<file path="src/hw/rtl/vpd_pkg.sv">
`timescale 1ns / 1ps
// ----------------------------------------------------------------------------
// vpd_pkg
// Shared types and constants of the vector pair distance block.
// ----------------------------------------------------------------------------
package vpd_pkg;

  // widths of the accumulators and results
  localparam int unsigned AccW  = 48;
  localparam int unsigned DistW = 32;
  localparam int unsigned RootW = 32;
  localparam int unsigned QuoW  = 17;

  // metric register codes; the unused code falls back to squared euclidean
  localparam logic [1:0] MODE_EUCLID   = 2'd0;
  localparam logic [1:0] MODE_COSINE   = 2'd1;
  localparam logic [1:0] MODE_SQEUCLID = 2'd2;

  // accumulator select codes
  localparam logic [1:0] SEL_DD = 2'd0;
  localparam logic [1:0] SEL_AA = 2'd1;
  localparam logic [1:0] SEL_BB = 2'd2;
  localparam logic [1:0] SEL_AB = 2'd3;

  // Q16.16 constants
  localparam logic [DistW-1:0] DIST_TWO = 32'h0002_0000;
  localparam logic [QuoW-1:0]  QUO_ONE  = 17'h1_0000;

  // saturation limits
  localparam logic [AccW-1:0] ACC_UMAX = 48'hFFFF_FFFF_FFFF;
  localparam logic [AccW-1:0] ACC_SMAX = 48'h7FFF_FFFF_FFFF;
  localparam logic [AccW-1:0] ACC_SMIN = 48'h8000_0000_0000;

  // control from the sequencer to the accumulator datapath
  typedef struct packed {
    logic       mul_en;
    logic       add_en;
    logic [1:0] sel;
    logic       clear;
  } acc_ctrl_t;

endpackage

</file>
<file path="src/hw/rtl/vpd_acc.sv">
`timescale 1ns / 1ps
// ----------------------------------------------------------------------------
// vpd_acc
// Shared multiplier and saturating adders feeding the four accumulators.
// ----------------------------------------------------------------------------
module vpd_acc (
  input  logic                       clk_i,
  input  logic                       rst_ni,
  input  vpd_pkg::acc_ctrl_t         ctrl_i,
  input  logic signed [15:0]         elem_a_i,
  input  logic signed [15:0]         elem_b_i,
  output logic [vpd_pkg::AccW-1:0]   sum_sq_diff_o,
  output logic [vpd_pkg::AccW-1:0]   sum_aa_o,
  output logic [vpd_pkg::AccW-1:0]   sum_bb_o,
  output logic [vpd_pkg::AccW-1:0]   sum_ab_o,
  output logic                       overflow_o
);
  import vpd_pkg::*;

  logic signed [16:0] diff, op_x, op_y;
  logic signed [33:0] prod_q;
  logic [AccW-1:0]    sq_q, aa_q, bb_q, ab_q;
  logic               ovf_q;
  logic [AccW-1:0]    uacc;
  logic [AccW:0]      usum, ssum;
  logic               usat, ssat;
  logic [AccW-1:0]    unew, snew;

  // operand select for the shared multiplier
  assign diff = {elem_a_i[15], elem_a_i} - {elem_b_i[15], elem_b_i};

  always_comb begin
    unique case (ctrl_i.sel)
      SEL_DD: begin
        op_x = diff;
        op_y = diff;
      end
      SEL_AA: begin
        op_x = {elem_a_i[15], elem_a_i};
        op_y = {elem_a_i[15], elem_a_i};
      end
      SEL_BB: begin
        op_x = {elem_b_i[15], elem_b_i};
        op_y = {elem_b_i[15], elem_b_i};
      end
      default: begin
        op_x = {elem_a_i[15], elem_a_i};
        op_y = {elem_b_i[15], elem_b_i};
      end
    endcase
  end

  // unsigned saturating add for the squared sums
  always_comb begin
    unique case (ctrl_i.sel)
      SEL_DD:  uacc = sq_q;
      SEL_AA:  uacc = aa_q;
      default: uacc = bb_q;
    endcase
    usum = {1'b0, uacc} + {16'd0, prod_q[32:0]};
    usat = usum[AccW];
    unew = usat ? ACC_UMAX : usum[AccW-1:0];
  end

  // signed saturating add for the cross sum
  always_comb begin
    ssum = {ab_q[AccW-1], ab_q} + {{15{prod_q[33]}}, prod_q};
    ssat = ssum[AccW] ^ ssum[AccW-1];
    if (ssat) begin
      snew = ssum[AccW] ? ACC_SMIN : ACC_SMAX;
    end else begin
      snew = ssum[AccW-1:0];
    end
  end

  // product register
  always_ff @(posedge clk_i) begin
    if (ctrl_i.mul_en) begin
      prod_q <= op_x * op_y;
    end
  end

  // accumulators
  always_ff @(posedge clk_i or negedge rst_ni) begin
    if (!rst_ni) begin
      sq_q  <= '0;
      aa_q  <= '0;
      bb_q  <= '0;
      ab_q  <= '0;
      ovf_q <= 1'b0;
    end else if (ctrl_i.clear) begin
      sq_q  <= '0;
      aa_q  <= '0;
      bb_q  <= '0;
      ab_q  <= '0;
      ovf_q <= 1'b0;
    end else if (ctrl_i.add_en) begin
      unique case (ctrl_i.sel)
        SEL_DD: begin
          sq_q  <= unew;
          ovf_q <= ovf_q | usat;
        end
        SEL_AA: begin
          aa_q  <= unew;
          ovf_q <= ovf_q | usat;
        end
        SEL_BB: begin
          bb_q  <= unew;
          ovf_q <= ovf_q | usat;
        end
        default: begin
          ab_q  <= snew;
          ovf_q <= ovf_q | ssat;
        end
      endcase
    end
  end

  assign sum_sq_diff_o = sq_q;
  assign sum_aa_o      = aa_q;
  assign sum_bb_o      = bb_q;
  assign sum_ab_o      = ab_q;
  assign overflow_o    = ovf_q;

endmodule

</file>
<file path="config.mk">
export PLATFORM = sky130hd
export DESIGN_NAME = vpd_acc
export DESIGN_NICKNAME = d
export VERILOG_FILES = /design/src/hw/rtl/vpd_pkg.sv /design/src/hw/rtl/vpd_acc.sv
export SDC_FILE = /design/constraint.sdc
export NUM_CORES = 1
export LEC_CHECK = 0
export BUFFER_PORTS_ARGS = -buffer_cell sky130_fd_sc_hd__buf_2
export CAP_MARGIN = 0
export CORE_MARGIN = 4
export CORE_UTILIZATION = 62
export CTS_CLUSTER_DIAMETER = 30
export DETAILED_ROUTE_END_ITERATION = 12
export GPL_TIMING_DRIVEN = 0
export HOLD_SLACK_MARGIN = 0.12
export PLACE_DENSITY_LB_ADDON = 0.2
export SLEW_MARGIN = 0
export SYNTH_ARGS = -nofsm -noshare
export SYNTH_HDL_FRONTEND = slang
export SYNTH_SLANG_ARGS = --single-unit
</file>
<file path="constraint.sdc">
create_clock -name clk_i -period 3.99 [get_ports clk_i]
set_input_delay 0 -clock clk_i [delete_from_list [all_inputs] [get_ports clk_i]]
set_output_delay 0 -clock clk_i [all_outputs]
set_load 0.05 [all_outputs]
</file>
Word level (Yosys, flattened, before mapping). Cells that the tools add are included.

Add/subtract/negate cells: 3. Multipliers: 1. Equal/unequal tests: 3. Muxes and demuxes: 21. Bitwise operators: 3. Reduce and logical (&&, ||, !) cells: 10.

Operator list (number): 48-bit 2-to-1 mux (15); 48-bit case mux with 2 select lines (1); 17-bit case mux with 2 select lines (2); 48-bit by 33-bit adder with 49-bit output (1); 48-bit by 34-bit adder with 49-bit output (1); 17-bit by 17-bit multiplier with 34-bit output (1); 16-bit by 16-bit subtractor with 17-bit output (1); 2-bit AND reduction (4); 2-bit nonzero test (4); 1-bit 2-to-1 mux (3); 3-bit OR reduction (1); 2-bit by 1-bit == test with 1-bit output (second input constant) (1); 2-bit == test (second input constant) (1); 2-bit zero test (1); 2-bit by 1-bit inequality test with 1-bit output (second input constant) (1); 1-bit OR (2); 1-bit XOR (1).

Register bits: 227. Bits of input ports: 39. Output and inout port bits: 193. Logic and storage cells: 47.

Depth between registers and ports, before layout.
Depth after elaboration: 7. Depth in mapped cells: 37. Gate-level depth less buffers: 36.

Worst setup path after synthesis. No wires, ideal clock.

Kind: input port to flip-flop. Start: input elem_a_i[0]. End: register prod_q[30] (data pin). Setup time: 0.258 ns. Data arrival time: 7.715 ns. Required time: 3.732 ns. Setup slack: -3.983 ns. Stages on the path: 35. Buffers on the path: 1. Cell sequence: inv_1 > ha_1 > fa_1 > nand2b_1 > a21boi_0 > o21ai_0 > a21oi_1 > a41oi_1 > xor2_1 > o21a_1 > o21ai_1 > clkbuf_1 > nand2_1 > fa_1 > inv_1 > fa_1 > inv_1 > fa_1 > inv_1 > fa_1 > fa_1 > inv_1 > fa_1 > inv_1 > ha_1 > a21oi_1 > o21ai_0 > nor4_1 > o31a_1 > o31ai_1 > a2111o_1 > a311oi_1 > o31ai_1 > a21oi_1 > xnor2_1.

Longest elaborated chain between the ends: 3. Elaborated cells between the ends (all ways): 4. Classes of those cells: add/sub: 1; mul: 1; mux: 2.

RTL lines: start: declaration (RTL line vpd_acc.sv:10) `input logic signed [15:0] elem_a_i,`; 16-bit by 16-bit subtractor with 17-bit output (RTL line vpd_acc.sv:30) `assign diff = {elem_a_i[15], elem_a_i} - {elem_b_i[15], elem_b_i};`; 17-bit case mux with 2 select lines (RTL line vpd_acc.sv:33) `unique case (ctrl_i.sel)`; 17-bit by 17-bit multiplier with 34-bit output * (RTL line vpd_acc.sv:79) `prod_q <= op_x * op_y;`; end signal: assignment (RTL line vpd_acc.sv:79); end: declaration (RTL line vpd_acc.sv:21) `logic signed [33:0] prod_q;`.

Every way passes the cells marked *; elsewhere a longest branch is shown, timed or not. A chain may end at the register's enable or synchronous reset.

Final worst setup path. Ends and elaborated chain as after synthesis.

==> metrics.yaml <==
yosys:
  syn_area_mm2: 0.0265
  yosysUniqueCellTypes: 76
  ys_ff_latch: 227
  synth_nets: 3578
  synth_area_leader_cell: "fa_1"
  synth_xor_area_frac: 0.0413
  async_flop_share: 0.850
  yosys_most_used_dff: "dfrtp_1"
  synthTopCellsByArea: "fa_1, dfrtp_1, ha_1"
  synth-edff-count: 34
  synth_top_area_frac: 0.226
  synth_compound_area_frac: 0.171
  ys_seq_area_frac: 0.221
  synth-simple-area-share: 0.163
  yosysWarnings: 0
  synth_top_family_by_area: "adder cells"
  synthAdderAreaFrac: 0.311
  avgSynthCellArea_um2: 8.68
  synth_mux_area_frac: 0.0230
  syn_inst: 3058
die:
  fp.dieW_um: 215
  io_pins: 232
  dieArea_mm2: 0.0462
  start_util: 0.630
  fp.dieH_um: 215
  row_count: 75
  coreArea_mm2: 0.0421
setup_path:
  cp-start-kind: "input port"
  worstSetupPathType: "in2reg"
  crit_start: "elem_a_i[0]"
  cp_common_cell: "fa_1"
  critPathSlowestCell: "fa_1"
  end_kind: "register"
  r2r-start: "prod_q[0]"
  critPathRequiredTime_ns: 4.28
  cpPeakStageDelay_ns: 0.55
  cp_max_fo: 5
  cp_data_arrival_time_ns: 7.99
route:
  vias_per_cell: 6.44
  drtIter0Drc: 2925
  met1_length_um: 35600
  top_layer: "met5"
  ant_nets: 0
  wirelength_um: 98100
  post_drt_wl_per_cell_um: 24.5
  met3_length_um: 9690
  vias: 25821
  firstDrtPassIters: 6
  drc_errors: 0
  met2_length_um: 45100
timing:
  max_freq_ghz: 0.130
  finClkSkew_ns: 0.0267
  drv_slew: 0
  rsz0062_at_grt: "true"
  setup_viol: 30
  max_slew_margin: 0.344
  fin_ws_ns: -3.70
  final_hold_viol_count: 0
  tightestPinTransition_ns: 0.980
  fin_crit_ns: 7.69
  fin_crit_sh: 1.93
clocking:
  clock-sinks: 227
  clock-root-buffer: "clkbuf_16"
  clockBufferDepth: 3
  clkTransAtPathRegs_ns: 0.05
  cts_tree: "yes"
  clkLatencyLatePin_ns: 0.55
  cts-htree-levels: 2
  cts_buffers: 42
global_routing:
  grt_first_pass_wirelength_um: 148000
  antenna_found_initial: 3
  grt_pass1_vias: 25888
  overflow: 0
  track_usage: 0.408
  grt_max_degree: 102
cells_and_area:
  drive_above_1_share: 0.211
  layout_commonest_cell: "nor2_1"
  nets: 3958
  finalInstanceArea_mm2: 0.0325
  diodes: 0
  nFillCells: 2830
  multi_input_area_mm2: 0.0201
  final_cell_mix: "nor2_1, nand2_1, inv_1"
  areaGrowthSynthToFinish_pct: 22.5
  seq_area_mm2: 0.00585
place:
  io_buffers: 230
  finalWeightedCongestion: 1.01
  dpl_cell_area_mm2: 0.0289
  dp_hpwl_um: 72300
  pre_cts_ws_ns: -4.96
job:
  drv_cap: 0
status:
  outcome: "finished with violations"
  violations: "negative setup slack"
min_path:
  worstHoldPathType: "in2async"
[final cells by class]
cell class                 instances  area share
multi-input combinational       2355       0.619
sequential                       227       0.180
timing repair buffer             344      0.0674
inverter                         324      0.0379
clock buffer                      49      0.0347
buffer                           144      0.0315
tap                              539      0.0208
clock inverter                    28     0.00870
[cell usage after synthesis, types with 39 or more instances]
library cell	instances
a21oi_1	157
a211oi_1	110
xor2_1	39
ha_1	182
mux2i_1	56
o21a_1	51
nor2_1	379
o21ai_0	153
dfrtp_1	193
fa_1	299
xnor2_1	86
clkbuf_1	112
nand2_1	355
o21ai_1	58
a21o_1	49
inv_1	324
[cells by family after synthesis]
group                      count (synthesis)
xor gates and xnor gates                 125
buffers and inverters                    476
adders and majority gates                481
AOI/OAI and AO/OA                        703
and+or+nand+nor                          986
muxes                                     60
DFF                                      227
[metrics by stage]
step           hold slack [ns]  TNS [ns]  cells   util
6_report                 0.118    -75.65   4010  0.771
5_1_grt                  0.195    -82.50   4010  0.771
4_1_cts                  0.128    -67.35   3978  0.757
3_5_place_dp            0.0907   -343.91   3828  0.686
3_3_place_gp             0.435   -362.06   3827  0.685
2_1_floorplan           -0.296    -65.53   3058      -
[worst max-delay path, delay by kind of cell]
kind | cells | cell delay [ns]
adder cells (fa/ha/maj) | 9 | 3.67
AO/OA/AOI/OAI | 15 | 3.08
buffers and inverters | 6 | 0.60
AND/OR/NAND/NOR | 3 | 0.56
XOR/XNOR | 1 | 0.08
[worst paths after layout]
| check | endpoint | slack [ns] | depth (start not counted) |
|---|---|---|---|
| worst min register to register | sum_ab_o[33] | 0.52 | 2 |
| max in group asynchronous | overflow_o | 2.87 | 3 |
| min in group clk_i | sum_ab_o[15] | 0.20 | 5 |
| worst min-delay path | sum_ab_o[40] | 0.12 | 2 |
| worst max-delay path | prod_q[30] | -3.70 | 34 |
| worst max register to register | sum_ab_o[41] | 0.13 | 14 |
[metal layers]
layer  up-vias  GRT usage
li1      11024          -
met1     12548      0.510
met2      1754      0.666
met3       489     0.0744
met4         6      0.243
met5         -          0
[state kept, by name, indices dropped and copies added, names as in the netlist]
name,count
prod_q,34
sum_sq_diff_o,48
sum_ab_o,48
sum_bb_o,48
overflow_o,1
sum_aa_o,48
[repair_timing]
item,4_1_cts,5_1_grt
hold endpoints to repair,142,0
gates resized for setup,223,95
setup buffers,80,36
hold buffers,4,0
setup endpoints to repair,175,209
pin swaps,93,51
Power is not shown: default switching activity piles up to over one toggle a cycle in this logic, so the estimate is an artifact.
