$ cat src/hw/rtl/vpd_pkg.sv
`timescale 1ns / 1ps
// ----------------------------------------------------------------------------
// vpd_pkg
// Shared types and constants of the vector pair distance block.
// ----------------------------------------------------------------------------
package vpd_pkg;

  // widths of the accumulators and results
  localparam int unsigned AccW  = 48;
  localparam int unsigned DistW = 32;
  localparam int unsigned RootW = 32;
  localparam int unsigned QuoW  = 17;

  // metric register codes; the unused code falls back to squared euclidean
  localparam logic [1:0] MODE_EUCLID   = 2'd0;
  localparam logic [1:0] MODE_COSINE   = 2'd1;
  localparam logic [1:0] MODE_SQEUCLID = 2'd2;

  // accumulator select codes
  localparam logic [1:0] SEL_DD = 2'd0;
  localparam logic [1:0] SEL_AA = 2'd1;
  localparam logic [1:0] SEL_BB = 2'd2;
  localparam logic [1:0] SEL_AB = 2'd3;

  // Q16.16 constants
  localparam logic [DistW-1:0] DIST_TWO = 32'h0002_0000;
  localparam logic [QuoW-1:0]  QUO_ONE  = 17'h1_0000;

  // saturation limits
  localparam logic [AccW-1:0] ACC_UMAX = 48'hFFFF_FFFF_FFFF;
  localparam logic [AccW-1:0] ACC_SMAX = 48'h7FFF_FFFF_FFFF;
  localparam logic [AccW-1:0] ACC_SMIN = 48'h8000_0000_0000;

  // control from the sequencer to the accumulator datapath
  typedef struct packed {
    logic       mul_en;
    logic       add_en;
    logic [1:0] sel;
    logic       clear;
  } acc_ctrl_t;

endpackage

$ cat src/hw/rtl/vpd_sqrt.sv
`timescale 1ns / 1ps
// ----------------------------------------------------------------------------
// vpd_sqrt
// Integer square root of a 64-bit value, one result bit per cycle.
// ----------------------------------------------------------------------------
module vpd_sqrt (
  input  logic                      clk_i,
  input  logic                      rst_ni,
  input  logic                      start_i,
  input  logic [63:0]               x_i,
  output logic                      busy_o,
  output logic                      done_o,
  output logic [vpd_pkg::RootW-1:0] root_o
);
  import vpd_pkg::*;

  localparam logic [4:0] CntLast = 5'(RootW - 1);

  logic [63:0]      x_q;
  logic [RootW+1:0] rem_q;
  logic [RootW-1:0] root_q;
  logic [4:0]       cnt_q;
  logic             busy_q, done_q;
  logic [RootW+3:0] rem_sh, trial, rem_nxt;
  logic             ge;

  // one restoring step: bring down two bits, try subtracting 4*root+1
  assign rem_sh  = {rem_q, x_q[63:62]};
  assign trial   = {2'b00, root_q, 2'b01};
  assign ge      = rem_sh >= trial;
  assign rem_nxt = ge ? rem_sh - trial : rem_sh;

  always_ff @(posedge clk_i or negedge rst_ni) begin
    if (!rst_ni) begin
      x_q    <= '0;
      rem_q  <= '0;
      root_q <= '0;
      cnt_q  <= '0;
      busy_q <= 1'b0;
      done_q <= 1'b0;
    end else if (start_i) begin
      x_q    <= x_i;
      rem_q  <= '0;
      root_q <= '0;
      cnt_q  <= CntLast;
      busy_q <= 1'b1;
      done_q <= 1'b0;
    end else if (busy_q) begin
      x_q    <= {x_q[61:0], 2'b00};
      rem_q  <= rem_nxt[RootW+1:0];
      root_q <= {root_q[RootW-2:0], ge};
      if (cnt_q == '0) begin
        busy_q <= 1'b0;
        done_q <= 1'b1;
      end else begin
        cnt_q <= cnt_q - 5'd1;
      end
    end else begin
      done_q <= 1'b0;
    end
  end

  assign busy_o = busy_q;
  assign done_o = done_q;
  assign root_o = root_q;

endmodule

$ cat config.mk
export PLATFORM = sky130hd
export DESIGN_NAME = vpd_sqrt
export DESIGN_NICKNAME = d
export VERILOG_FILES = /design/src/hw/rtl/vpd_pkg.sv /design/src/hw/rtl/vpd_sqrt.sv
export SDC_FILE = /design/constraint.sdc
export NUM_CORES = 1
export LEC_CHECK = 0
export ABC_CLOCK_PERIOD_IN_PS = 6400
export BUFFER_PORTS_ARGS = -buffer_cell sky130_fd_sc_hd__buf_2
export CELL_PAD_IN_SITES_DETAIL_PLACEMENT = 0
export CELL_PAD_IN_SITES_GLOBAL_PLACEMENT = 1
export CORE_MARGIN = 2
export CORE_UTILIZATION = 29
export CTS_CLUSTER_SIZE = 30
export DETAILED_ROUTE_END_ITERATION = 10
export GPL_TIMING_DRIVEN = 0
export PLACE_DENSITY = 0.6
export SYNTH_ARGS = -nofsm -noshare
export SYNTH_HDL_FRONTEND = slang
export SYNTH_SLANG_ARGS = --single-unit
$ cat constraint.sdc
create_clock -name clk_i -period 6.4 [get_ports clk_i]
set_input_delay 0.96 -clock clk_i [delete_from_list [all_inputs] [get_ports clk_i]]
set_output_delay 0.96 -clock clk_i [all_outputs]
set_load 0.02 [all_outputs]
* After elaboration in Yosys (flattened, before gate mapping)
Index checks and enable logic that the tools add are counted. Widths: inputs -> output; s select.
Cells by class: add/sub/neg operators 2, $lt $le $gt $ge 1, eq/ne operators 2, muxes and demuxes 16, reductions and logical operators 3
Operator list (count):
- $mux 64 | 2
- $mux 34 | 3
- $mux 32 | 2
- $ge 36x34->1 | 1
- $sub 34x34->34 | 1
- $mux 5 | 3
- $mux 1 | 6
- $logic_not 5->1 | 1
- $sub 5x1->5 const B | 1
- $ne 3x2->1 const B | 1
- $ne 2x2->1 const B | 1
- $reduce_and 2->1 | 1
- $reduce_bool 2->1 | 1
Storage, ports and cells: flip-flop bits (word level) 137, output and inout bits 34

* Logic depth before layout (Yosys ltp)
Gate-level depths: netlist of the first run.
depth after elaboration 4, gate-level depth with buffers 13

* Worst setup path after synthesis of the first run
No wires, ideal clock.
path type reg-to-reg, from register root_q[5] (netlist: root_o[5]), to register rem_q[31], arrival 2668 ps, setup slack 3613 ps, cell stages (with the launch flop) 11, buffers on the path 0, clock period less this slack 2787 ps, cells stage by stage dfrtp_1 inv_1 ha_1 a21o_1 a221o_1 a211oi_4 o21ai_2 a2111oi_4 or3_1 a21oi_1 o21a_1
Between the ends: longest elaborated chain between the ends 4
RTL lines:
- from (decl) | line vpd_sqrt.sv:21 | logic [RootW-1:0] root_q;
- from (signal assigned) | line vpd_sqrt.sv:51 | root_q <= {root_q[RootW-2:0], ge};
- $sub 34x34->34 or $ge 36x34->1 (tied branches) | line vpd_sqrt.sv:31, vpd_sqrt.sv:30
- $mux 34 (*) | line vpd_sqrt.sv:31 | assign rem_nxt = ge ? rem_sh - trial : rem_sh;
- $mux 34 (*) | line vpd_sqrt.sv:48 | end else if (busy_q) begin
- $mux 34 (*) | line vpd_sqrt.sv:41 | end else if (start_i) begin
- to (signal assigned) | line vpd_sqrt.sv:50 | rem_q <= rem_nxt[RootW+1:0];
- to (decl) | line vpd_sqrt.sv:20 | logic [RootW+1:0] rem_q;
Mark *: on every way between the ends. The rest lies on a longest branch, timed or not. The select of a mux whose other input is x is not followed. A chain may end at the register's enable or synchronous reset.

* Worst setup path in the final report of the first run
from register rem_q[14], to register rem_q[27]
Between the ends: longest elaborated chain between the ends 4
RTL lines (line):
- $sub 34x34->34 or $ge 36x34->1 (tied branches) | vpd_sqrt.sv:31, vpd_sqrt.sv:30
- $mux 34 (*) | vpd_sqrt.sv:31
- $mux 34 (*) | vpd_sqrt.sv:48
- $mux 34 (*) | vpd_sqrt.sv:41
Marks and branches as above.

==> flow_summary.toml, run 1 <==
[synthesis]
synth_area_leaders = "dfrtp_1 40%, mux2i_1 11%, nand2_1 5.9%"
synth_nets = 1036
ys.flop_type = "dfrtp_1"
yosysTopAreaCellShare_pct = 40.32
ys_ff_latch = 137
async_flop_share_pct = 100.0
synth_area_um2 = 8502
synth_common_cells = "137 x dfrtp_1, 134 x nand2_1, 97 x mux2i_1"
yosysMostFrequentCell = "dfrtp_1"
synth_cells = 933
synth_top_area_cell = "dfrtp_1"
avgSynthCellArea_um2 = 9.112
synth_edf_count = 0
ys_seq_area_share_pct = 40.32
synth_cell_type_count = 72
yosysWarningCount = 0

[critical_path]
r2r-end = "rem_q[27]"
worstSetupEndpointType = "flip-flop"
reg2reg_from = "rem_q[14]"
cp_max_fo = 10
crit_required_ns = 6.71
cp_data_arrival_time_ns = 3.61
critPathKind = "reg2reg"
ff2ff_path_depth = 12
cp-start-kind = "flip-flop"
r2r_slack_ns = 3.10

[floorplanning]
die_height_um = 175.2
fp.dieW_um = 175.2
rows = 62
initial_utilization_pct = 29.54
ios = 101
die_area_um2 = 30700
core-area_um2 = 28780

[finish]
multiInputGateArea_um2 = 4604
fin_cells = 1452
drive_above_1_share_pct = 17.00
syn_to_final_growth_pct = 19.25
nets = 1155
final.fill_count = 3059
final-seq-area_um2 = 3428

[placement]
hpwlAfterDp_um = 18160
dp_cells = 1417
portBuffers = 99
gp_congestion = 0.8022

[clocking]
cts_inserted_buffers = 17
clock_latency_ns = 0.43
cts_resized = 0
postCtsSetupBuffers = 0
clock_path_buffers = 2
htree_levels = 4
ctsRootBufferMaster = "clkbuf_16"
cts_tree = "yes"
clkSinkCount = 137
clk_pin_slew_ns = 0.07
holdBufCountCts = 0

[route]
via_per_inst = 4.848
met3_length_um = 1171
drcViolationCount = 0
wl_met1_um = 11750
dr.first_iter.drc_count = 371
drtAntennaViolNets = 0
dr_total_vias = 7039
wl_per_cell_um = 16.89
met2_length_um = 11410
firstDrtPassIters = 7
drt_wl_total_um = 24520
top_layer_used = "met5"

[sta]
setup_viol = 0
fmax_mhz = 303.1
max_slew_margin_pct = 38.00
slew_viol_final = 0
tightest_slew_ns = 0.9300
timing_hold_violations_final = 0
fin_tns_setup_ns = 0
rsz0062_at_grt = "no"
skew_ns = 0.01478
fin_crit_ns = 3.300
fin_crit_sh_pct = 51.56

[global_route]
globalRouteOverflowTotal = 0
grt_max_degree = 90
first_global_vias = 7101
grt_usage_pct = 16.32
grt_pass1_wl_um = 39540
antenna_found_initial = 5

[run]
maxCapViolations = 0

[hold_path]
hold_class = "in2async"

[power]
p_per_area_nw_per_um2 = 439.2
p_leak_nw = 5.233
vdd_drop_max_mv = 0.2055

[status]
status = "completed"
-- kinds of logic (layout without fill, tap and decap cells) --
logic type | after synthesis | in the layout | synth area share, %
simple gates | 295 | 295 | 15.13
mux | 98 | 98 | 11.55
xor+xnor | 28 | 28 | 2.884
other cells | 0 | 3 | 0
compound gates | 230 | 230 | 19.29
buf+inv | 109 | 241 | 5.519
fa+ha+maj | 36 | 36 | 5.298
flops | 137 | 137 | 40.32
-- routing by layer --
layer	GRT usage (%)	vias up
met5	0	-
met4	3.090	4
met3	3.851	20
met2	26.59	148
met1	22.16	3353
li1	-	3514
-- power breakdown --
part           switching (mW)  leakage [nW]  total [mW]  internal [mW]
Sequential             0.0966          1.74        1.09          0.989
Clock                   0.496         0.300        1.03          0.536
Combinational            1.35          3.19        2.34          0.984
-- flip-flops by register name, summed over array words and instances, names as in the netlist --
register	cells
busy_o	1
root_o	32
done_o	1
cnt_q	5
rem_q	34
x_q	64
-- critical path: stages (launching register included) --
cell      delay (ns)
dfrtp_1         0.44
ha_1            0.29
clkbuf_1        0.30
nand4_1         0.23
nor3_1          0.34
o21ai_1         0.14
a21oi_2         0.22
nor4_1          0.13
nor2_1          0.14
buf_2           0.34
buf_6           0.23
nand2_1         0.07
a311oi_1        0.30
-- metrics by stage --
| step | util (%) | hold slack [ns] | total power, mW | area, um^2 | worst slack [ns] |
|---|---|---|---|---|---|
| 3_5_place_dp | 33.05 | 0.4798 | 3.431 | 9512 | 3.168 |
| 5_1_grt | 35.21 | 0.4953 | 4.785 | 10130 | 2.778 |
| 3_3_place_gp | 32.93 | 0.4756 | 3.432 | 9478 | 2.159 |
| 6_report | 35.23 | 0.4683 | 4.453 | 10140 | 3.100 |
| 2_1_floorplan | - | 0.4819 | 2.857 | 8502 | 3.613 |
| 4_1_cts | 35.20 | 0.4829 | 4.486 | 10130 | 3.121 |
-- placed cells by master, fill, tap and decap left out, types with 17 or more instances in the layout --
| master | count |
|---|---|
| inv_1 | 48 |
| dfrtp_1 | 137 |
| mux2i_1 | 97 |
| ha_1 | 36 |
| a21o_1 | 19 |
| nor2_1 | 86 |
| buf_2 | 106 |
| clkbuf_1 | 41 |
| a21oi_1 | 35 |
| o21ai_0 | 84 |
| clkbuf_16 | 17 |
| xnor2_1 | 22 |
| nand2_1 | 134 |
-- how the worst max path moves through the flow --
| stage | start | end | cells after the start | slack [ns] |
|---|---|---|---|---|
| 3_5_place_dp | root_o[14] | rem_q[17] | 12 | 3.17 |
| 5_1_grt | root_o[16] | rem_q[17] | 12 | 2.78 |
| 4_1_cts | root_o[14] | rem_q[27] | 13 | 3.12 |
| 3_3_place_gp | rst_ni | x_q[23] | 1 | 2.16 |
| 6_report | rem_q[14] | rem_q[27] | 12 | 3.10 |
| 2_1_floorplan | root_o[5] | rem_q[31] | 10 | 3.61 |
-- layout make-up --
type	count	share of cell area [%]
Clock buffer	17	4.196
Multi-Input combinational cell	687	45.42
Timing Repair Buffer	100	5.220
Antenna cell	3	0.07405
Tap cell	384	4.739
Clock inverter	15	1.913
Sequential cell	137	33.81
Buffer	61	2.851
Inverter	48	1.777
No activity file was read; power rests on OpenSTA's default activity.
==> run 2, diff against run 1 <==
--- a/config.mk
+++ b/config.mk
@@ -5,7 +5,7 @@
 export SDC_FILE = /design/constraint.sdc
 export NUM_CORES = 1
 export LEC_CHECK = 0
-export ABC_CLOCK_PERIOD_IN_PS = 6400
+export ABC_CLOCK_PERIOD_IN_PS = 3340
 export BUFFER_PORTS_ARGS = -buffer_cell sky130_fd_sc_hd__buf_2
 export CELL_PAD_IN_SITES_DETAIL_PLACEMENT = 0
 export CELL_PAD_IN_SITES_GLOBAL_PLACEMENT = 1
==> constraint.sdc (replaced) <==
create_clock -name clk_i -period 3.34 [get_ports clk_i]
set_input_delay 0.501 -clock clk_i [delete_from_list [all_inputs] [get_ports clk_i]]
set_output_delay 0.501 -clock clk_i [all_outputs]
set_load 0.02 [all_outputs]
==> run 2 against run 1 <==
Effect of this change: cell area about the same; die area did not move; core utilization hardly changed; non-clock buffer count shrank 2; global-route usage is the same; fmax grew 5.4%; hold slack worse by 0.46 ns; via count shrank 0.75%; count of clock-buffer cells in the layout unchanged; sequential power rose by 91%; setup slack worse by 2.9 ns; largest cell class unchanged; largest power group unchanged; highest routed layer unchanged.
==> flow_summary.toml, run 2 (synthesis results as in run 1) <==
[status]
status = "completed"

[power]
combinationalPowerShare_pct = 52.5
p_int_mw = 4.823
p_sw_mw = 3.730
vdd_drop_max_mv = 0.3973
power_frac_seq_pct = 24.3
p_leak_nw = 5.236
p_per_area_nw_per_um2 = 843.0
p_sw_share_pct = 43.61
fin_total_pwr_mw = 8.553
clock_power_share_pct = 23.1

[placement]
placed_area_um2 = 9512
hpwlAfterDp_um = 18160
gp_congestion = 0.8022
portBuffers = 99
pre_cts_ws_ns = 0.1084

[route]
drtAntennaViolNets = 0
drcViolationCount = 0
dr_total_vias = 6986
via_per_inst = 4.818
firstDrtPassIters = 4
wl_per_cell_um = 16.88
drt_wl_total_um = 24480
dr.first_iter.drc_count = 355

[global_route]
grt_pass1_wl_um = 39540
grt_max_degree = 90
globalRouteOverflowTotal = 0
grt_usage_pct = 16.32
first_global_vias = 7101
antenna_found_initial = 5

[finish]
final_common_cell = "dfrtp_1"
final-seq-area_um2 = 3428
syn_to_final_growth_pct = 19.34
multiInputGateArea_um2 = 4616
nets = 1153
layout_common_cells = "137 x dfrtp_1, 134 x nand2_1, 105 x buf_2"
drive_above_1_share_pct = 17.31
largest-register = "x_q"
final.fill_count = 3061
largest_reg_flops = 64
fin_area_um2 = 10150

[critical_path]
cp_slowest_cell = "or4_4"
cp.buffers_inverters = 3
critPathKind = "reg2reg"
worstSetupEndpointType = "flip-flop"
cp_data_arrival_time_ns = 3.47
critical-path-top-delay-family = "compound AO/OA/AOI/OAI gates"
cpPeakStageDelay_ns = 0.53
cp_max_fo = 10
path_cells = "inv_1, ha_1, nor2b_4, o31ai_4, a21o_1, a21oi_2, or4_4, nand2_2, buf_6, buf_8, nand2_1, a311oi_2"
cp-start-kind = "flip-flop"
crit_required_ns = 3.68

[sta]
skew_ns = 0.01455
tightest_slew_ns = 0.9353
fin_crit_sh_pct = 93.71
timing_hold_violations_final = 0
slew_viol_final = 0
setup_slack_ns = 0.2102
rsz0062_at_grt = "no"
max_slew_margin_pct = 37.65
setup_viol = 0
fin_crit_ns = 3.130
fmax_mhz = 319.5

[clocking]
clock_latency_ns = 0.43
postCtsSetupBuffers = 0
clk_pin_slew_ns = 0.07
htree_levels = 4
clkSinkCount = 137
clock_path_buffers = 2
ctsRootBufferMaster = "clkbuf_16"
cts_inserted_buffers = 17
cts_tree = "yes"

[hold_path]
hold_class = "in2async"

[floorplanning]
fp.dieW_um = 175.2
die_height_um = 175.2
ios = 101
die_area_um2 = 30700
rows = 62
initial_utilization_pct = 29.54
core-area_um2 = 28780

[run]
maxCapViolations = 0
==> run 2: cell types whose count changed in the layout (fill, tap and decap cells not counted), sizes merged <==
cell	change
buf	-1
clkbuf	-1
==> run 2: metrics by stage <==
stage	util [%]	instances	hold slack, ns	TNS (ns)
floorplan	-	933	0.2054	0
global placement	32.93	1416	0.4756	-57.33
detailed placement	33.05	1417	0.4798	0
CTS	35.20	1449	0.02394	0
global route	35.24	1448	0.03630	0
finish	35.25	1450	0.007182	0
==> run 2: path summary, 6_finish.rpt <==
path | slack, ns | start | endpoint | cells past startpoint
min reg2reg | 0.49 | done_o | done_o | 1
max | 0.21 | root_o[0] | rem_q[7] | 12
min in group clk_i | 0.26 | x_i[29] | x_q[29] | 3
max reg2reg | 0.21 | root_o[0] | rem_q[7] | 12
max in group asynchronous | 2.48 | rst_ni | x_q[51] | 2
min | 0.007 | rst_ni | root_o[13] | 1
==> run 2: cell type report <==
| class | count | area share, % |
|---|---|---|
| well taps | 384 | 4.735 |
| inverters | 48 | 1.776 |
| repair buffers | 100 | 5.216 |
| diodes | 3 | 0.07399 |
| plain buffers | 59 | 2.812 |
| multi-input cells | 687 | 45.49 |
| clock buffers | 17 | 4.193 |
| flip-flops and latches | 137 | 33.79 |
| clock inverters | 15 | 1.911 |
==> run 2: power groups by stage <==
| stage | Clock (mW) | Combinational [mW] | Sequential [mW] |
|---|---|---|---|
| global route | 2.10 | 4.98 | 2.11 |
| detailed placement | 0 | 4.46 | 2.11 |
| global placement | 0 | 4.46 | 2.11 |
| finish | 1.98 | 4.49 | 2.08 |
| CTS | 2.03 | 4.49 | 2.08 |
| floorplan | 0 | 3.42 | 2.06 |
==> run 2: repair_timing <==
item                       CTS  global route
resized for setup            0             5
hold buffers                 0             0
setup endpoints to repair    0            29
==> run 2: worst reg2reg max path: stages (launching register included) <==
cell	delay, ns
dfrtp_1	0.45
inv_1	0.07
ha_1	0.37
nor2b_4	0.17
o31ai_4	0.28
a21o_1	0.26
a21oi_2	0.12
or4_4	0.53
nand2_2	0.11
buf_6	0.18
buf_8	0.17
nand2_1	0.09
a311oi_2	0.24
==> run 2: metal layers <==
metal  vias up  GRT usage (%)  part of all wire, %  wire [um]
met3        19          3.851                  4.8       1165
li1       3510              -                    -          -
met2       138          26.59                   47      11470
met4         4          3.090                 0.80        197
met5         -              0                0.086         21
met1      3315          22.16                   47      11630
