`src/hw/rtl/vpd_pkg.sv`:
```
`timescale 1ns / 1ps
// ----------------------------------------------------------------------------
// vpd_pkg
// Shared types and constants of the vector pair distance block.
// ----------------------------------------------------------------------------
package vpd_pkg;

  // widths of the accumulators and results
  localparam int unsigned AccW  = 48;
  localparam int unsigned DistW = 32;
  localparam int unsigned RootW = 32;
  localparam int unsigned QuoW  = 17;

  // metric register codes; the unused code falls back to squared euclidean
  localparam logic [1:0] MODE_EUCLID   = 2'd0;
  localparam logic [1:0] MODE_COSINE   = 2'd1;
  localparam logic [1:0] MODE_SQEUCLID = 2'd2;

  // accumulator select codes
  localparam logic [1:0] SEL_DD = 2'd0;
  localparam logic [1:0] SEL_AA = 2'd1;
  localparam logic [1:0] SEL_BB = 2'd2;
  localparam logic [1:0] SEL_AB = 2'd3;

  // Q16.16 constants
  localparam logic [DistW-1:0] DIST_TWO = 32'h0002_0000;
  localparam logic [QuoW-1:0]  QUO_ONE  = 17'h1_0000;

  // saturation limits
  localparam logic [AccW-1:0] ACC_UMAX = 48'hFFFF_FFFF_FFFF;
  localparam logic [AccW-1:0] ACC_SMAX = 48'h7FFF_FFFF_FFFF;
  localparam logic [AccW-1:0] ACC_SMIN = 48'h8000_0000_0000;

  // control from the sequencer to the accumulator datapath
  typedef struct packed {
    logic       mul_en;
    logic       add_en;
    logic [1:0] sel;
    logic       clear;
  } acc_ctrl_t;

endpackage

```
`src/hw/rtl/vpd_div.sv`:
```
`timescale 1ns / 1ps
// ----------------------------------------------------------------------------
// vpd_div
// Fraction num * 2^32 / den, one quotient bit per cycle, clamped to 1.0.
// ----------------------------------------------------------------------------
module vpd_div (
  input  logic                      clk_i,
  input  logic                      rst_ni,
  input  logic                      start_i,
  input  logic [vpd_pkg::AccW-1:0]  num_i,
  input  logic [63:0]               den_i,
  output logic                      busy_o,
  output logic                      done_o,
  output logic [vpd_pkg::QuoW-1:0]  quo_o
);
  import vpd_pkg::*;

  logic [63:0]     rem_q, den_q;
  logic [31:0]     q_q, q_nxt;
  logic [QuoW-1:0] quo_q;
  logic [4:0]      cnt_q;
  logic            busy_q, done_q;
  logic [64:0]     rem_sh, rem_nxt;
  logic            ge, whole;

  // a numerator at or above the divisor is already at least 1.0
  assign whole = {16'd0, num_i} >= den_i;

  // restoring step
  assign rem_sh  = {rem_q, 1'b0};
  assign ge      = rem_sh >= {1'b0, den_q};
  assign rem_nxt = ge ? rem_sh - {1'b0, den_q} : rem_sh;
  assign q_nxt   = {q_q[30:0], ge};

  always_ff @(posedge clk_i or negedge rst_ni) begin
    if (!rst_ni) begin
      rem_q  <= '0;
      den_q  <= '0;
      q_q    <= '0;
      quo_q  <= '0;
      cnt_q  <= '0;
      busy_q <= 1'b0;
      done_q <= 1'b0;
    end else if (start_i) begin
      rem_q <= {16'd0, num_i};
      den_q <= den_i;
      q_q   <= '0;
      cnt_q <= 5'd31;
      if (whole) begin
        quo_q  <= QUO_ONE;
        busy_q <= 1'b0;
        done_q <= 1'b1;
      end else begin
        busy_q <= 1'b1;
        done_q <= 1'b0;
      end
    end else if (busy_q) begin
      rem_q <= rem_nxt[63:0];
      q_q   <= q_nxt;
      if (cnt_q == '0) begin
        busy_q <= 1'b0;
        done_q <= 1'b1;
        quo_q  <= (q_nxt > {15'd0, QUO_ONE}) ? QUO_ONE : q_nxt[QuoW-1:0];
      end else begin
        cnt_q <= cnt_q - 5'd1;
      end
    end else begin
      done_q <= 1'b0;
    end
  end

  assign busy_o = busy_q;
  assign done_o = done_q;
  assign quo_o  = quo_q;

endmodule

```
`config.mk`:
```
export PLATFORM = sky130hd
export DESIGN_NAME = vpd_div
export DESIGN_NICKNAME = d
export VERILOG_FILES = /design/src/hw/rtl/vpd_pkg.sv /design/src/hw/rtl/vpd_div.sv
export SDC_FILE = /design/constraint.sdc
export NUM_CORES = 1
export LEC_CHECK = 0
export BUFFER_PORTS_ARGS = -buffer_cell sky130_fd_sc_hd__buf_4
export CAP_MARGIN = 15
export CORE_ASPECT_RATIO = 1.75
export CORE_MARGIN = 3
export CORE_UTILIZATION = 55
export DETAILED_ROUTE_END_ITERATION = 10
export GPL_ROUTABILITY_DRIVEN = 0
export PLACE_DENSITY_LB_ADDON = 0.2
export SLEW_MARGIN = 40
export SYNTH_ARGS = -nofsm -noshare
export SYNTH_HDL_FRONTEND = slang
export SYNTH_SLANG_ARGS = --single-unit
```
`constraint.sdc`:
```
create_clock -name clk_i -period 5.2 [get_ports clk_i]
set_clock_uncertainty 0.1 [all_clocks]
set_input_delay 0.78 -clock clk_i [delete_from_list [all_inputs] [get_ports clk_i]]
set_output_delay 0.78 -clock clk_i [all_outputs]
set_load 0.005 [all_outputs]
```
After elaboration in Yosys (flattened, before gate mapping)
Index checks and enable logic that the tools add are counted.
{"block": "totals", "out_inout_bits": 19, "reg_bits": 183, "input_bits": 115, "word_cells": 41}
{"block": "op_classes", "muxes": 21, "n_eq_ne": 3, "add_sub_neg": 2, "magnitude_cmp": 3, "n_reduce_logical": 5}
{"operator": "2-to-1 mux 64 bit", "n": 3}
{"operator": "2-to-1 mux 17 bit", "n": 5}
{"operator": ">= comparator 65 x 64 -> 1 bit", "n": 1}
{"operator": ">= comparator 48 x 64 -> 1 bit", "n": 1}
{"operator": "subtractor 64 bit", "n": 1}
{"operator": "2-to-1 mux 31 bit", "n": 2}
{"operator": "> comparator 32 x 17 -> 1 bit, second input constant", "n": 1}
{"operator": "2-to-1 mux 5 bit", "n": 3}
{"operator": "2-to-1 mux 1 bit", "n": 8}
{"operator": "zero test 5 bit", "n": 1}
{"operator": "subtractor 5 x 1 -> 5 bit, second input constant", "n": 1}
{"operator": "nonzero test 2 bit", "n": 2}
{"operator": "!= test 3 x 2 -> 1 bit, second input constant", "n": 1}
{"operator": "AND reduction 3 bit", "n": 1}
{"operator": "!= test 2 x 1 -> 1 bit, second input constant", "n": 1}
{"operator": "!= test 2 bit, second input constant", "n": 1}
{"operator": "AND reduction 2 bit", "n": 1}

Logic depth before layout (Yosys ltp)
Gate-level depths: netlist of the first run.
{"block": "depth", "word_depth": 6, "ltp_mapped": 15, "depth_no_buf": 13}

Least setup slack after synthesis of the first run
OpenSTA, ideal clock, no wires.
{"block": "synth_timing", "kind": "input to register", "from": "input den_i[17]", "to": "register quo_q[0], in the netlist quo_o[0]", "slack_ns": 1.877, "setup_ns": 0.135, "path_buffers": 2, "required_time_ns": 4.965, "arrival_ns": 3.088, "cell_stages": 14, "path_cell_list": "inv_1 -> ha_1 -> a21o_1 -> a21o_1 -> a21o_1 -> a41oi_1 -> o21ai_0 -> and3_1 -> o31a_1 -> o31ai_1 -> and2_1 -> clkbuf_1 -> buf_2 -> o31ai_1"}
{"block": "synth_between", "elab_chain_cells": 3}
{"item": "from (decl)", "line": "vpd_div.sv:11", "rtl": "input logic [63:0] den_i,"}
{"item": ">= comparator 48 x 64 -> 1 bit", "line": "vpd_div.sv:27", "rtl": "assign whole = {16'd0, num_i} >= den_i;"}
{"item": "!= test 2 x 1 -> 1 bit (no line)"}
{"item": "AND reduction 3 bit (no line)"}
{"item": "to (signal assigned)", "line": "vpd_div.sv:63", "rtl": "quo_q <= (q_nxt > {15'd0, QUO_ONE}) ? QUO_ONE : q_nxt[QuoW-1:0];"}
{"item": "to (decl)", "line": "vpd_div.sv:20", "rtl": "logic [QuoW-1:0] quo_q;"}
Every way passes these cells.
A chain may end at the register's enable or synchronous reset.

Worst setup path in the final report of the first run
{"block": "layout_timing", "from": "register rem_q[23]", "to": "register rem_q[7]"}
{"block": "layout_between", "elab_chain_cells": 4}
{"item": "from (decl)", "line": "vpd_div.sv:18", "rtl": "logic [63:0] rem_q, den_q;"}
{"item": "from (signal assigned)", "line": "vpd_div.sv:45", "rtl": "rem_q <= {16'd0, num_i};"}
{"item": "from (signal assigned)", "line": "vpd_div.sv:58", "rtl": "rem_q <= rem_nxt[63:0];"}
{"item": ">= comparator 65 x 64 -> 1 bit", "line": "vpd_div.sv:31", "rtl": "assign ge = rem_sh >= {1'b0, den_q};"}
{"item": "2-to-1 mux 64 bit", "line": "vpd_div.sv:32", "rtl": "assign rem_nxt = ge ? rem_sh - {1'b0, den_q} : rem_sh;"}
{"item": "2-to-1 mux 64 bit", "line": "vpd_div.sv:57", "rtl": "end else if (busy_q) begin"}
{"item": "2-to-1 mux 64 bit", "line": "vpd_div.sv:44", "rtl": "end else if (start_i) begin"}
Every way passes these cells. The select of a mux whose other input is x is not followed.

==> summary.txt, run 1 <==
Worst Hold Slack: 0.2233 ns
via count: 11890
DR DRC count: 0
Syn Area/Cell: 8.494 um^2
Initial Util: 56.07%
Worst Hold Class: input pin to asynchronous set/reset pin
DP HPWL: 27.41 mm
Power Density: 272.3 nW/um^2
clk slew on worst S/H paths: 0.07 ns
Net Count, Synth: 1822
async set-reset flop share out of synthesis: 100.0%
post-synthesis sequential area ratio: 33.86%
gr usage total: 27.06%
TritonCTS Buffers: 17
number of global-route vias before repair: 11890
Layout Nets: 1883
Finished Cell Area: 15150 um^2
post-CTS setup buffers: 0
total design power: 4.126 mW
count leader, synth: dfrtp_1
Synth area leaders: dfrtp_1, ha_1, mux2i_1
ANT cells: 0
top cells by count, synth: dfrtp_1, inv_1, nor2_1
largest net degree at the start of global routing: 122
vias per std cell: 6.025
Critical Path Fanout Max: 41
drt total wl: 36.26 mm
die width: 124.5 um
Syn Inst Count: 1592
post-synth top area share: 33.86%
first-pass GRT wire length: 58.21 mm
Die Ht: 213.4 um
Max H-tree Level: 4
CP Class: flip-flop to flip-flop
YS warnings: 0
die area: 26580 um^2
leakage: 7.643 nW
Worst-Skew Late Latency: 0.45 ns
CTS Buffer Depth: 2
Worst EP required: 5.38 ns
RSZ-0062 raised after global routing: false
drt wl/cell: 18.38 um
Fillers: 2115
GRT overflow: 0
flip-flop and latch count after synthesis: 183
Final Cycle Share: 77.67%
first drt pass iteration count: 6
Crit. End Element: flip-flop
core area: 24120 um^2
Max Cap Violations: 0
Peak VDD IR: 0.3120 mV
initial DRC count: 739
Boundary Pins: 134
row cnt: 75
share of post-route cells with drive strength above 1: 12.43%
Hold Vio Cnt, Final: 0
Max Transition Viols Final: 0
Setup WS post-layout: 1.161 ns
TritonCTS clock tree: done
achievable frequency: 0.2476 GHz
initial antenna violation count: 0
Post-Place Setup Slack: 0.8441 ns
Synth area leader: dfrtp_1
clk root buf: clkbuf_16
number of port buffers: 133
remaining antenna violation count: 0
crit start category: flip-flop
Post-DP Area: 14560 um^2
Most used DFF post-synth: dfrtp_1
Post-synth EDFFs: 0
Slew Limit Headroom: 45.24%
Critical Path AT: 4.22 ns
synthesized area: 13520 um^2
Reg2Reg Depth: 12
hold-fix buffers at CTS: 0
status: finished, final reports clean
P&R area growth vs syn: 12.05%
Cell variety after synth: 76
clk sinks: 183
final setup violation count: 0
setup TNS: 0 ns
PostCTS Resize Cnt: 0
Worst-Margin Slew: 0.8007 ns
Period minus WS final: 4.039 ns
[area by class of cell]
type                            instances  area [um^2]  area share [%]
Clock inverter                         12        142.6          0.9414
Sequential cell                       183         4583           30.25
Clock buffer                           19        442.9           2.923
Multi-Input combinational cell       1162         7941           52.41
Timing Repair Buffer                  143         1109           7.316
Tap cell                              308        385.4           2.543
Inverter                              146        548.0           3.617
[cell usage in the layout (no fill, tap or decap), types with 13 or more instances in the layout]
master,count
nand2_1,133
inv_1,145
nor4_1,13
a21oi_1,109
a21o_1,81
o21ai_0,114
dfrtp_1,182
nand4_1,38
a31oi_1,13
nor3_1,21
ha_1,114
mux2i_1,71
buf_4,139
clkbuf_16,17
a211oi_1,44
a22o_1,16
xor2_1,16
xnor2_1,40
o21bai_1,17
nand2b_1,14
nand3_1,23
nor2_1,140
[final timing paths]
kind / to / slack [ns] / from
hold reg to reg: quo_o[2] / 0.41 / quo_o[2]
max in group asynchronous: busy_o / 3.67 / rst_ni
setup reg to reg: rem_q[7] / 1.16 / rem_q[23]
setup / recovery: rem_q[7] / 1.16 / rem_q[23]
hold / removal: den_q[11] / 0.22 / rst_ni
min in group clk_i: quo_o[2] / 0.41 / quo_o[2]
[kinds of logic after synthesis]
group,count (synthesis),share of synthesized area (%)
AO/OA/AOI/OAI,488,23.91
XOR/XNOR,56,3.627
adder cells (fa/ha/maj),115,10.70
buffers and inverters,247,7.550
flip-flops,183,33.86
multiplexers,76,5.699
AND/OR/NAND/NOR,427,14.66
[sequential cells by signal, summed over array words and instances, names as in the netlist]
| name | flops |
|---|---|
| quo_o | 17 |
| den_q | 64 |
| done_o | 1 |
| rem_q | 64 |
| q_q | 31 |
| busy_o | 1 |
| cnt_q | 5 |
[where the power goes]
| group | switching [mW] | internal [mW] | leakage [nW] | total, mW |
|---|---|---|---|---|
| sequential | 0.0484 | 1.51 | 2.32 | 1.55 |
| clock | 0.590 | 0.726 | 0.278 | 1.32 |
| combinational | 0.750 | 0.507 | 5.05 | 1.26 |
[metrics by stage]
step	util (%)	cells
5_1_grt	62.83	1973
2_1_floorplan	-	1592
3_5_place_dp	60.35	1942
3_3_place_gp	60.35	1942
6_report	62.83	1973
4_1_cts	62.78	1973
[metal layers]
metal | vias up | share of wire (%) | GRT usage [%]
li1 | 5748 | - | -
met1 | 5703 | 35 | 27.50
met2 | 314 | 55 | 52.26
met3 | 123 | 3.4 | 3.714
met4 | 0 | 6.2 | 16.19
met5 | - | 0 | 0
[critical path: stages (launching register included)]
cell and delay, ns:
dfrtp_1 0.40, ha_1 0.44, nand4_1 0.23, nor3_1 0.51, nand3_1 0.15, o31ai_1 0.34
a21oi_1 0.10, o211ai_1 0.15, o21a_4 0.50, buf_12 0.31, mux2_2 0.37, mux2i_1 0.12
o21ai_0 0.11
(Power assumes the default switching activity.)
==> inputs of run 2 (changes only) <==
Clock period 5.2 ns to 3.66 ns, I/O delays scaled along.
==> run 2 against run 1 <==
  * Worst hold slack got worse by 0.18 ns
  * Utilization is 1.4 points higher
  * Global-route usage grew 0.41 points
  * Clock power grew 42%
  * Final cell count grew 1.8%
  * Critical path type unchanged
==> summary.txt, run 2 (same netlist as run 1, synthesis figures left out) <==
Int Pwr: 3.949 mW (+44%)
Worst-Margin Slew: 0.8683 ns (+0.06764 ns)
Worst Hold Class: input pin to asynchronous set/reset pin
drt total wl: 37.69 mm (+3.9%)
number of port buffers: 133 (unchanged)
Hold Vio Cnt, Final: 0 (unchanged)
leakage: 7.828 nW (+2.4%)
gr usage total: 27.47% (+0.41 points)
RSZ-0062 raised after global routing: false
share of post-route cells with drive strength above 1: 14.18% (+1.7 points)
clk slew on worst S/H paths: 0.07 ns (about the same)
first drt pass iteration count: 6 (unchanged)
top flop regs: den_q: 64 flops, rem_q: 64 flops, q_q: 31 flops
Crit. End Element: flip-flop
via count: 12120 (+2.0%)
drt wl/cell: 18.77 um (+2.1%)
Max Transition Viols Final: 0 (unchanged)
GRT overflow: 0 (unchanged)
clk sinks: 183 (unchanged)
Power Density: 383.4 nW/um^2 (+41%)
Max H-tree Level: 4 (unchanged)
Peak VDD IR: 0.3402 mV (+9.0%)
commonest non-fill, non-tap cell in the layout: dfrtp_1
Critical Path Fanout Max: 6 (-85%)
Worst-Skew Late Latency: 0.45 ns (about the same)
DP HPWL: 28.56 mm (+4.2%)
status: finished, final reports clean
achievable frequency: 0.2870 GHz (+16%)
Slew Limit Headroom: 41.30% (-3.9 points)
Reg2Reg Depth: 11 (-1)
Period minus WS final: 3.484 ns (-0.5550 ns)
clock share of power: 31.6% (-0.3 points)
Critical Path AT: 3.72 ns (-0.50 ns)
GR Util met1: 27.08% (-0.41 points)
Top Usage Layer GRT: met2
initial DRC count: 679 (-8.1%)
CP Class: flip-flop to flip-flop
final setup violation count: 0 (unchanged)
met2 GRT Util: 54.41% (+2.1 points)
Fillers: 2140 (+1.2%)
Worst Hold Slack: 0.04312 ns (-0.1802 ns)
Reg power frac: 37.2% (-0.4 points)
Initial Util: 56.07% (unchanged)
Switch Pwr: 1.987 mW (+43%)
ANT cells: 0 (unchanged)
core area: 24120 um^2 (unchanged)
Critical path origin: rem_q[30]
clk root buf: clkbuf_16
P&R area growth vs syn: 14.49%
switch share: 33.47% (-0.17 points)
die area: 26580 um^2 (unchanged)
largest net degree at the start of global routing: 91 (-25%)
setup TNS: 0 ns (unchanged)
fin util: 64.20% (+1.4 points)
commonest cells after routing, fill and taps aside: dfrtp_1, buf_4, inv_1
total design power: 5.936 mW (+44%)
crit start category: flip-flop
Boundary Pins: 134 (unchanged)
Final Cycle Share: 95.19% (+18 points)
die width: 124.5 um (unchanged)
r2r setup slk: 0.18 ns (-0.99 ns)
hold-fix buffers at CTS: 0 (unchanged)
Die Ht: 213.4 um (unchanged)
DR DRC count: 0 (unchanged)
row cnt: 75 (unchanged)
GRT met3 Usage: 3.290% (-0.42 points)
r2r startpoint: rem_q[30]
TritonCTS clock tree: done
Layout Nets: 1917 (+1.8%)
vias per std cell: 6.036 (+0.18%)
Max Cap Violations: 0 (unchanged)
CTS Buffer Depth: 2 (unchanged)
Worst EP required: 3.90 ns (-1.48 ns)
remaining antenna violation count: 0 (unchanged)
Setup WS post-layout: 0.1761 ns (-0.9850 ns)
Combinational Power Share: 31.2% (+0.7 points)
number of global-route vias before repair: 12290 (+3.3%)
TritonCTS Buffers: 17 (unchanged)
Post-Place Setup Slack: 0.1239 ns (-0.7202 ns)
initial antenna violation count: 0 (unchanged)
first-pass GRT wire length: 58.95 mm (+1.3%)
[run 2: power groups by stage]
| stage | combinational (mW) | clock (mW) | sequential [mW] |
|---|---|---|---|
| 2_1_floorplan | 1.28 | 0 | 2.22 |
| 3_3_place_gp | 1.79 | 0 | 2.24 |
| 3_5_place_dp | 1.82 | 0 | 2.24 |
| 4_1_cts | 1.83 | 1.91 | 2.21 |
| 5_1_grt | 2.04 | 1.97 | 2.22 |
| 6_report | 1.85 | 1.87 | 2.21 |
[run 2: through the flow]
step | instance area [um^2] | instances
finish | 15480 | 2008
global route | 15480 | 2008
CTS | 15410 | 2005
detailed placement | 14830 | 1973
global placement | 14830 | 1973
floorplan | 13520 | 1592
[run 2: path summary, 6_finish.rpt]
check                       endpoint
max                        rem_q[56]
min                         den_q[9]
max reg2reg                rem_q[56]
min reg2reg                 quo_o[6]
max in group asynchronous  den_q[42]
min in group clk_i         den_q[18]
[run 2: final cells by class]
| class | count | area [um^2] | share of cell area, % |
|---|---|---|---|
| clock buffers | 22 | 464.2 | 2.998 |
| clock inverters | 10 | 121.4 | 0.7839 |
| inverters | 146 | 548.0 | 3.540 |
| multi-input cells | 1163 | 7955 | 51.38 |
| flip-flops and latches | 183 | 4583 | 29.60 |
| well taps | 308 | 385.4 | 2.489 |
| repair buffers | 176 | 1425 | 9.205 |
[run 2: routing by layer]
| metal | vias to the layer above | part of all wire, % |
|---|---|---|
| li1 | 5819 | - |
| met1 | 5854 | 36 |
| met2 | 323 | 56 |
| met3 | 125 | 3.2 |
| met4 | 0 | 5.5 |
| met5 | - | 0 |
[run 2: worst max-delay path, stage by stage, from the launching register on]
cell and delay [ns]:
dfrtp_1 0.41, ha_1 0.43, a21oi_4 0.23, o21ai_1 0.09, a211o_1 0.30, a221o_1 0.40, a31oi_4 0.24, o21ai_2 0.11
o311ai_2 0.32, a21oi_1 0.15, mux2_4 0.31, a311oi_1 0.27
[run 2: what timing repair did]
item	4_1_cts	5_1_grt
resized for setup	0	3
setup endpoints to repair	0	47
setup buffers	0	2
==> inputs of run 3 (changes only) <==
Settings changed: ABC_AREA set to 1.
==> run 3 against run 2 <==
  * Worst hold slack improved by 0.14 ns
  * First-iteration DRC count rose by 73%
  * Synthesized area up 10%
  * Highest routed layer is now met5
  * Global-route usage is 4.1 points higher
  * Final cell count is 38% higher
  * Wire length grew 21%
==> summary.txt, run 3 <==
TritonCTS Buffers: 17 (unchanged)
leakage: 9.382 nW (+20%)
core area: 26690 um^2 (+11%)
Final Cycle Share: 89.50% (-5.7 points)
Die Ht: 223.8 um (+4.8%)
synthesized area: 14900 um^2 (+10%)
Layout Nets: 2656 (+39%)
initial DRC count: 1176 (+73%)
count leader, synth: nand2_1
drt total wl: 45.57 mm (+21%)
Fillers: 2559 (+20%)
status: finished, final reports clean
Net Count, Synth: 2541 (+39%)
commonest cells after routing, fill and taps aside: nand2_1, inv_1, nand3_1
share of post-route cells with drive strength above 1: 8.979% (-5.2 points)
clk sinks: 183 (unchanged)
DP HPWL: 36.71 mm (+29%)
Worst Hold Slack: 0.1837 ns (+0.1405 ns)
GRT met3 Usage: 5.225% (+1.9 points)
DR DRC count: 0 (unchanged)
Worst-Skew Late Latency: 0.47 ns (+0.02 ns)
Syn Inst Count: 2311 (+45%)
CP peak stage delay: 0.41 ns (-0.02 ns)
WP depth: 13 (+2)
die area: 29180 um^2 (+9.8%)
clk slew on worst S/H paths: 0.08 ns (about the same)
met2 GRT Util: 54.79% (+0.38 points)
top flop regs: den_q: 64 flops, rem_q: 64 flops, q_q: 31 flops
number of port buffers: 133 (unchanged)
initial antenna violation count: 1 (+1)
Hold Path Stages: 3
final setup violation count: 0 (unchanged)
ANT cells: 0 (unchanged)
Max Transition Viols Final: 0 (unchanged)
CTS Buffer Depth: 2 (unchanged)
Peak VDD IR: 0.4780 mV (+41%)
remaining antenna violation count: 0 (unchanged)
Post-synth EDFFs: 0 (unchanged)
largest net degree at the start of global routing: 105 (+15%)
Synth area leaders: dfrtp_1, nand2_1, inv_1
Power Density: 665.3 nW/um^2 (+74%)
Cell variety after synth: 38 (-50%)
Top Usage Layer GRT: met2
Crit. End Element: flip-flop
achievable frequency: 0.3053 GHz (+6.4%)
Boundary Pins: 134 (unchanged)
slowest CP cell: dfrtp_1
die width: 130.4 um (+4.7%)
Hold Vio Cnt, Final: 0 (unchanged)
number of global-route vias before repair: 15180 (+24%)
Most used DFF post-synth: dfrtp_1
first drt pass iteration count: 6 (unchanged)
Initial Util: 55.84% (-0.24 points)
P&R area growth vs syn: 13.56%
top cells by count, synth: nand2_1, inv_1, nand3_1
crit start category: flip-flop
post-synth top area share: 30.73% (-3.1 points)
drt wl/cell: 16.49 um (-12%)
Worst-Margin Slew: 0.6907 ns (-0.1776 ns)
CP delay by family, top: simple AND/OR/NAND/NOR gates
# placed instances: 2730 (+38%)
Reg2Reg Depth: 13 (+2)
Period minus WS final: 3.276 ns (-0.2082 ns)
Critical Path AT: 3.53 ns (-0.19 ns)
fin cells: 2763 (+38%)
Worst EP required: 3.92 ns (+0.02 ns)
async set-reset flop share out of synthesis: 100.0% (unchanged)
clk root buf: clkbuf_16
TritonCTS clock tree: done
gr usage total: 31.56% (+4.1 points)
Slew Limit Headroom: 53.60% (+12 points)
Critical Path Fanout Max: 16 (+10)
post-CTS setup buffers: 0 (unchanged)
RSZ-0062 raised after global routing: false
Synth area leader: dfrtp_1
GRT overflow: 0 (unchanged)
vias per std cell: 5.552 (-8.0%)
Worst Hold Class: input pin to flip-flop
setup TNS: 0 ns (unchanged)
flip-flop and latch count after synthesis: 183 (unchanged)
first-pass GRT wire length: 73.08 mm (+24%)
GR Util met1: 34.21% (+7.1 points)
Syn Area/Cell: 6.448 um^2 (-24%)
crit-path most repeated cell: nand2_1
Max H-tree Level: 4 (unchanged)
via count: 15340 (+27%)
post-synthesis sequential area ratio: 30.73% (-3.1 points)
row cnt: 79 (+5.3%)
Max Cap Violations: 0 (unchanged)
r2r setup slk: 0.38 ns (+0.21 ns)
YS warnings: 0 (unchanged)
crit path cell chain: ha_1, nand2_1, nor2_1, nand2_1, nor2_1, nand2_1, nor2_1, nor3_4, buf_4, nand3_1, nand2_1, nand3_1, nand2_1
CP Class: flip-flop to flip-flop
commonest non-fill, non-tap cell in the layout: nand2_1
Worst Path Buf+Inv: 1 (+1)
run 3: cell count changes after synthesis, moves of 33 or more:
cell | previous run | this run
a211oi_1 | 44 | 0
a22oi_1 | 0 | 35
nand3_1 | 23 | 184
inv_1 | 145 | 394
a21o_1 | 81 | 1
nand3b_1 | 1 | 34
mux2i_1 | 71 | 0
nor2_1 | 140 | 181
nand2_1 | 133 | 727
run 3: final cells by class:
| type | instances | area (um^2) | share of cell area (%) |
|---|---|---|---|
| tap | 324 | 405.4 | 2.396 |
| sequential | 183 | 4579 | 27.06 |
| timing repair buffer | 157 | 1235 | 7.298 |
| clock buffer | 18 | 439.2 | 2.595 |
| clock inverter | 14 | 206.4 | 1.220 |
| inverter | 405 | 1520 | 8.983 |
| multi-input combinational | 1662 | 8537 | 50.45 |
run 3: tightest hold or removal path, cell delays in order:
cell	delay, ns
buf_4	0.08
nand2_1	0.03
o21ai_0	0.05
run 3: where the power goes:
part	leakage, nW	switching, mW	total, mW	internal (mW)
Clock	0.312	0.946	2.02	1.07
Sequential	2.31	0.258	2.62	2.36
Combinational	6.76	4.37	6.62	2.25
Total	9.38	5.58	11.3	5.68
run 3: final timing paths:
kind,from,end
worst max-delay path,rem_q[15],quo_o[13]
worst min-delay path,den_i[4],den_q[4]
worst max register to register,rem_q[15],quo_o[13]
worst min register to register,cnt_q[4],cnt_q[4]
max in group asynchronous,rst_ni,den_q[39]
min in group asynchronous,rst_ni,den_q[4]
run 3: layer usage:
layer | share of wire [%] | wire, um
met4 | 7.6 | 3475
met2 | 50 | 22810
met3 | 5.2 | 2388
met5 | 0.029 | 13
met1 | 37 | 16890
run 3: logic make-up (layout without fill, tap and decap cells):
group / after synthesis / in the layout / share of synthesized area [%]
buffers and inverters: 466 / 594 / 12.12
flip-flops: 183 / 183 / 30.73
adder cells (fa/ha/maj): 115 / 115 / 9.706
AND/OR/NAND/NOR: 1202 / 1202 / 33.93
AO/OA/AOI/OAI: 313 / 313 / 11.63
XOR/XNOR: 32 / 32 / 1.881
run 3: what timing repair did:
action,CTS,global route
hold buffers,1,0
hold endpoints to repair,58,0
gates resized for setup,0,0
run 3: through the flow:
step	cell area [um^2]	util (%)	total power [mW]	worst slack, ns
finish	16920	63.41	11.26	0.3843
CTS	16920	63.41	11.14	0.4654
detailed placement	16270	60.95	9.092	0.2230
global route	16920	63.41	12.14	0.09840
global placement	16270	60.95	8.993	0.2596
floorplan	14900	-	7.327	1.362
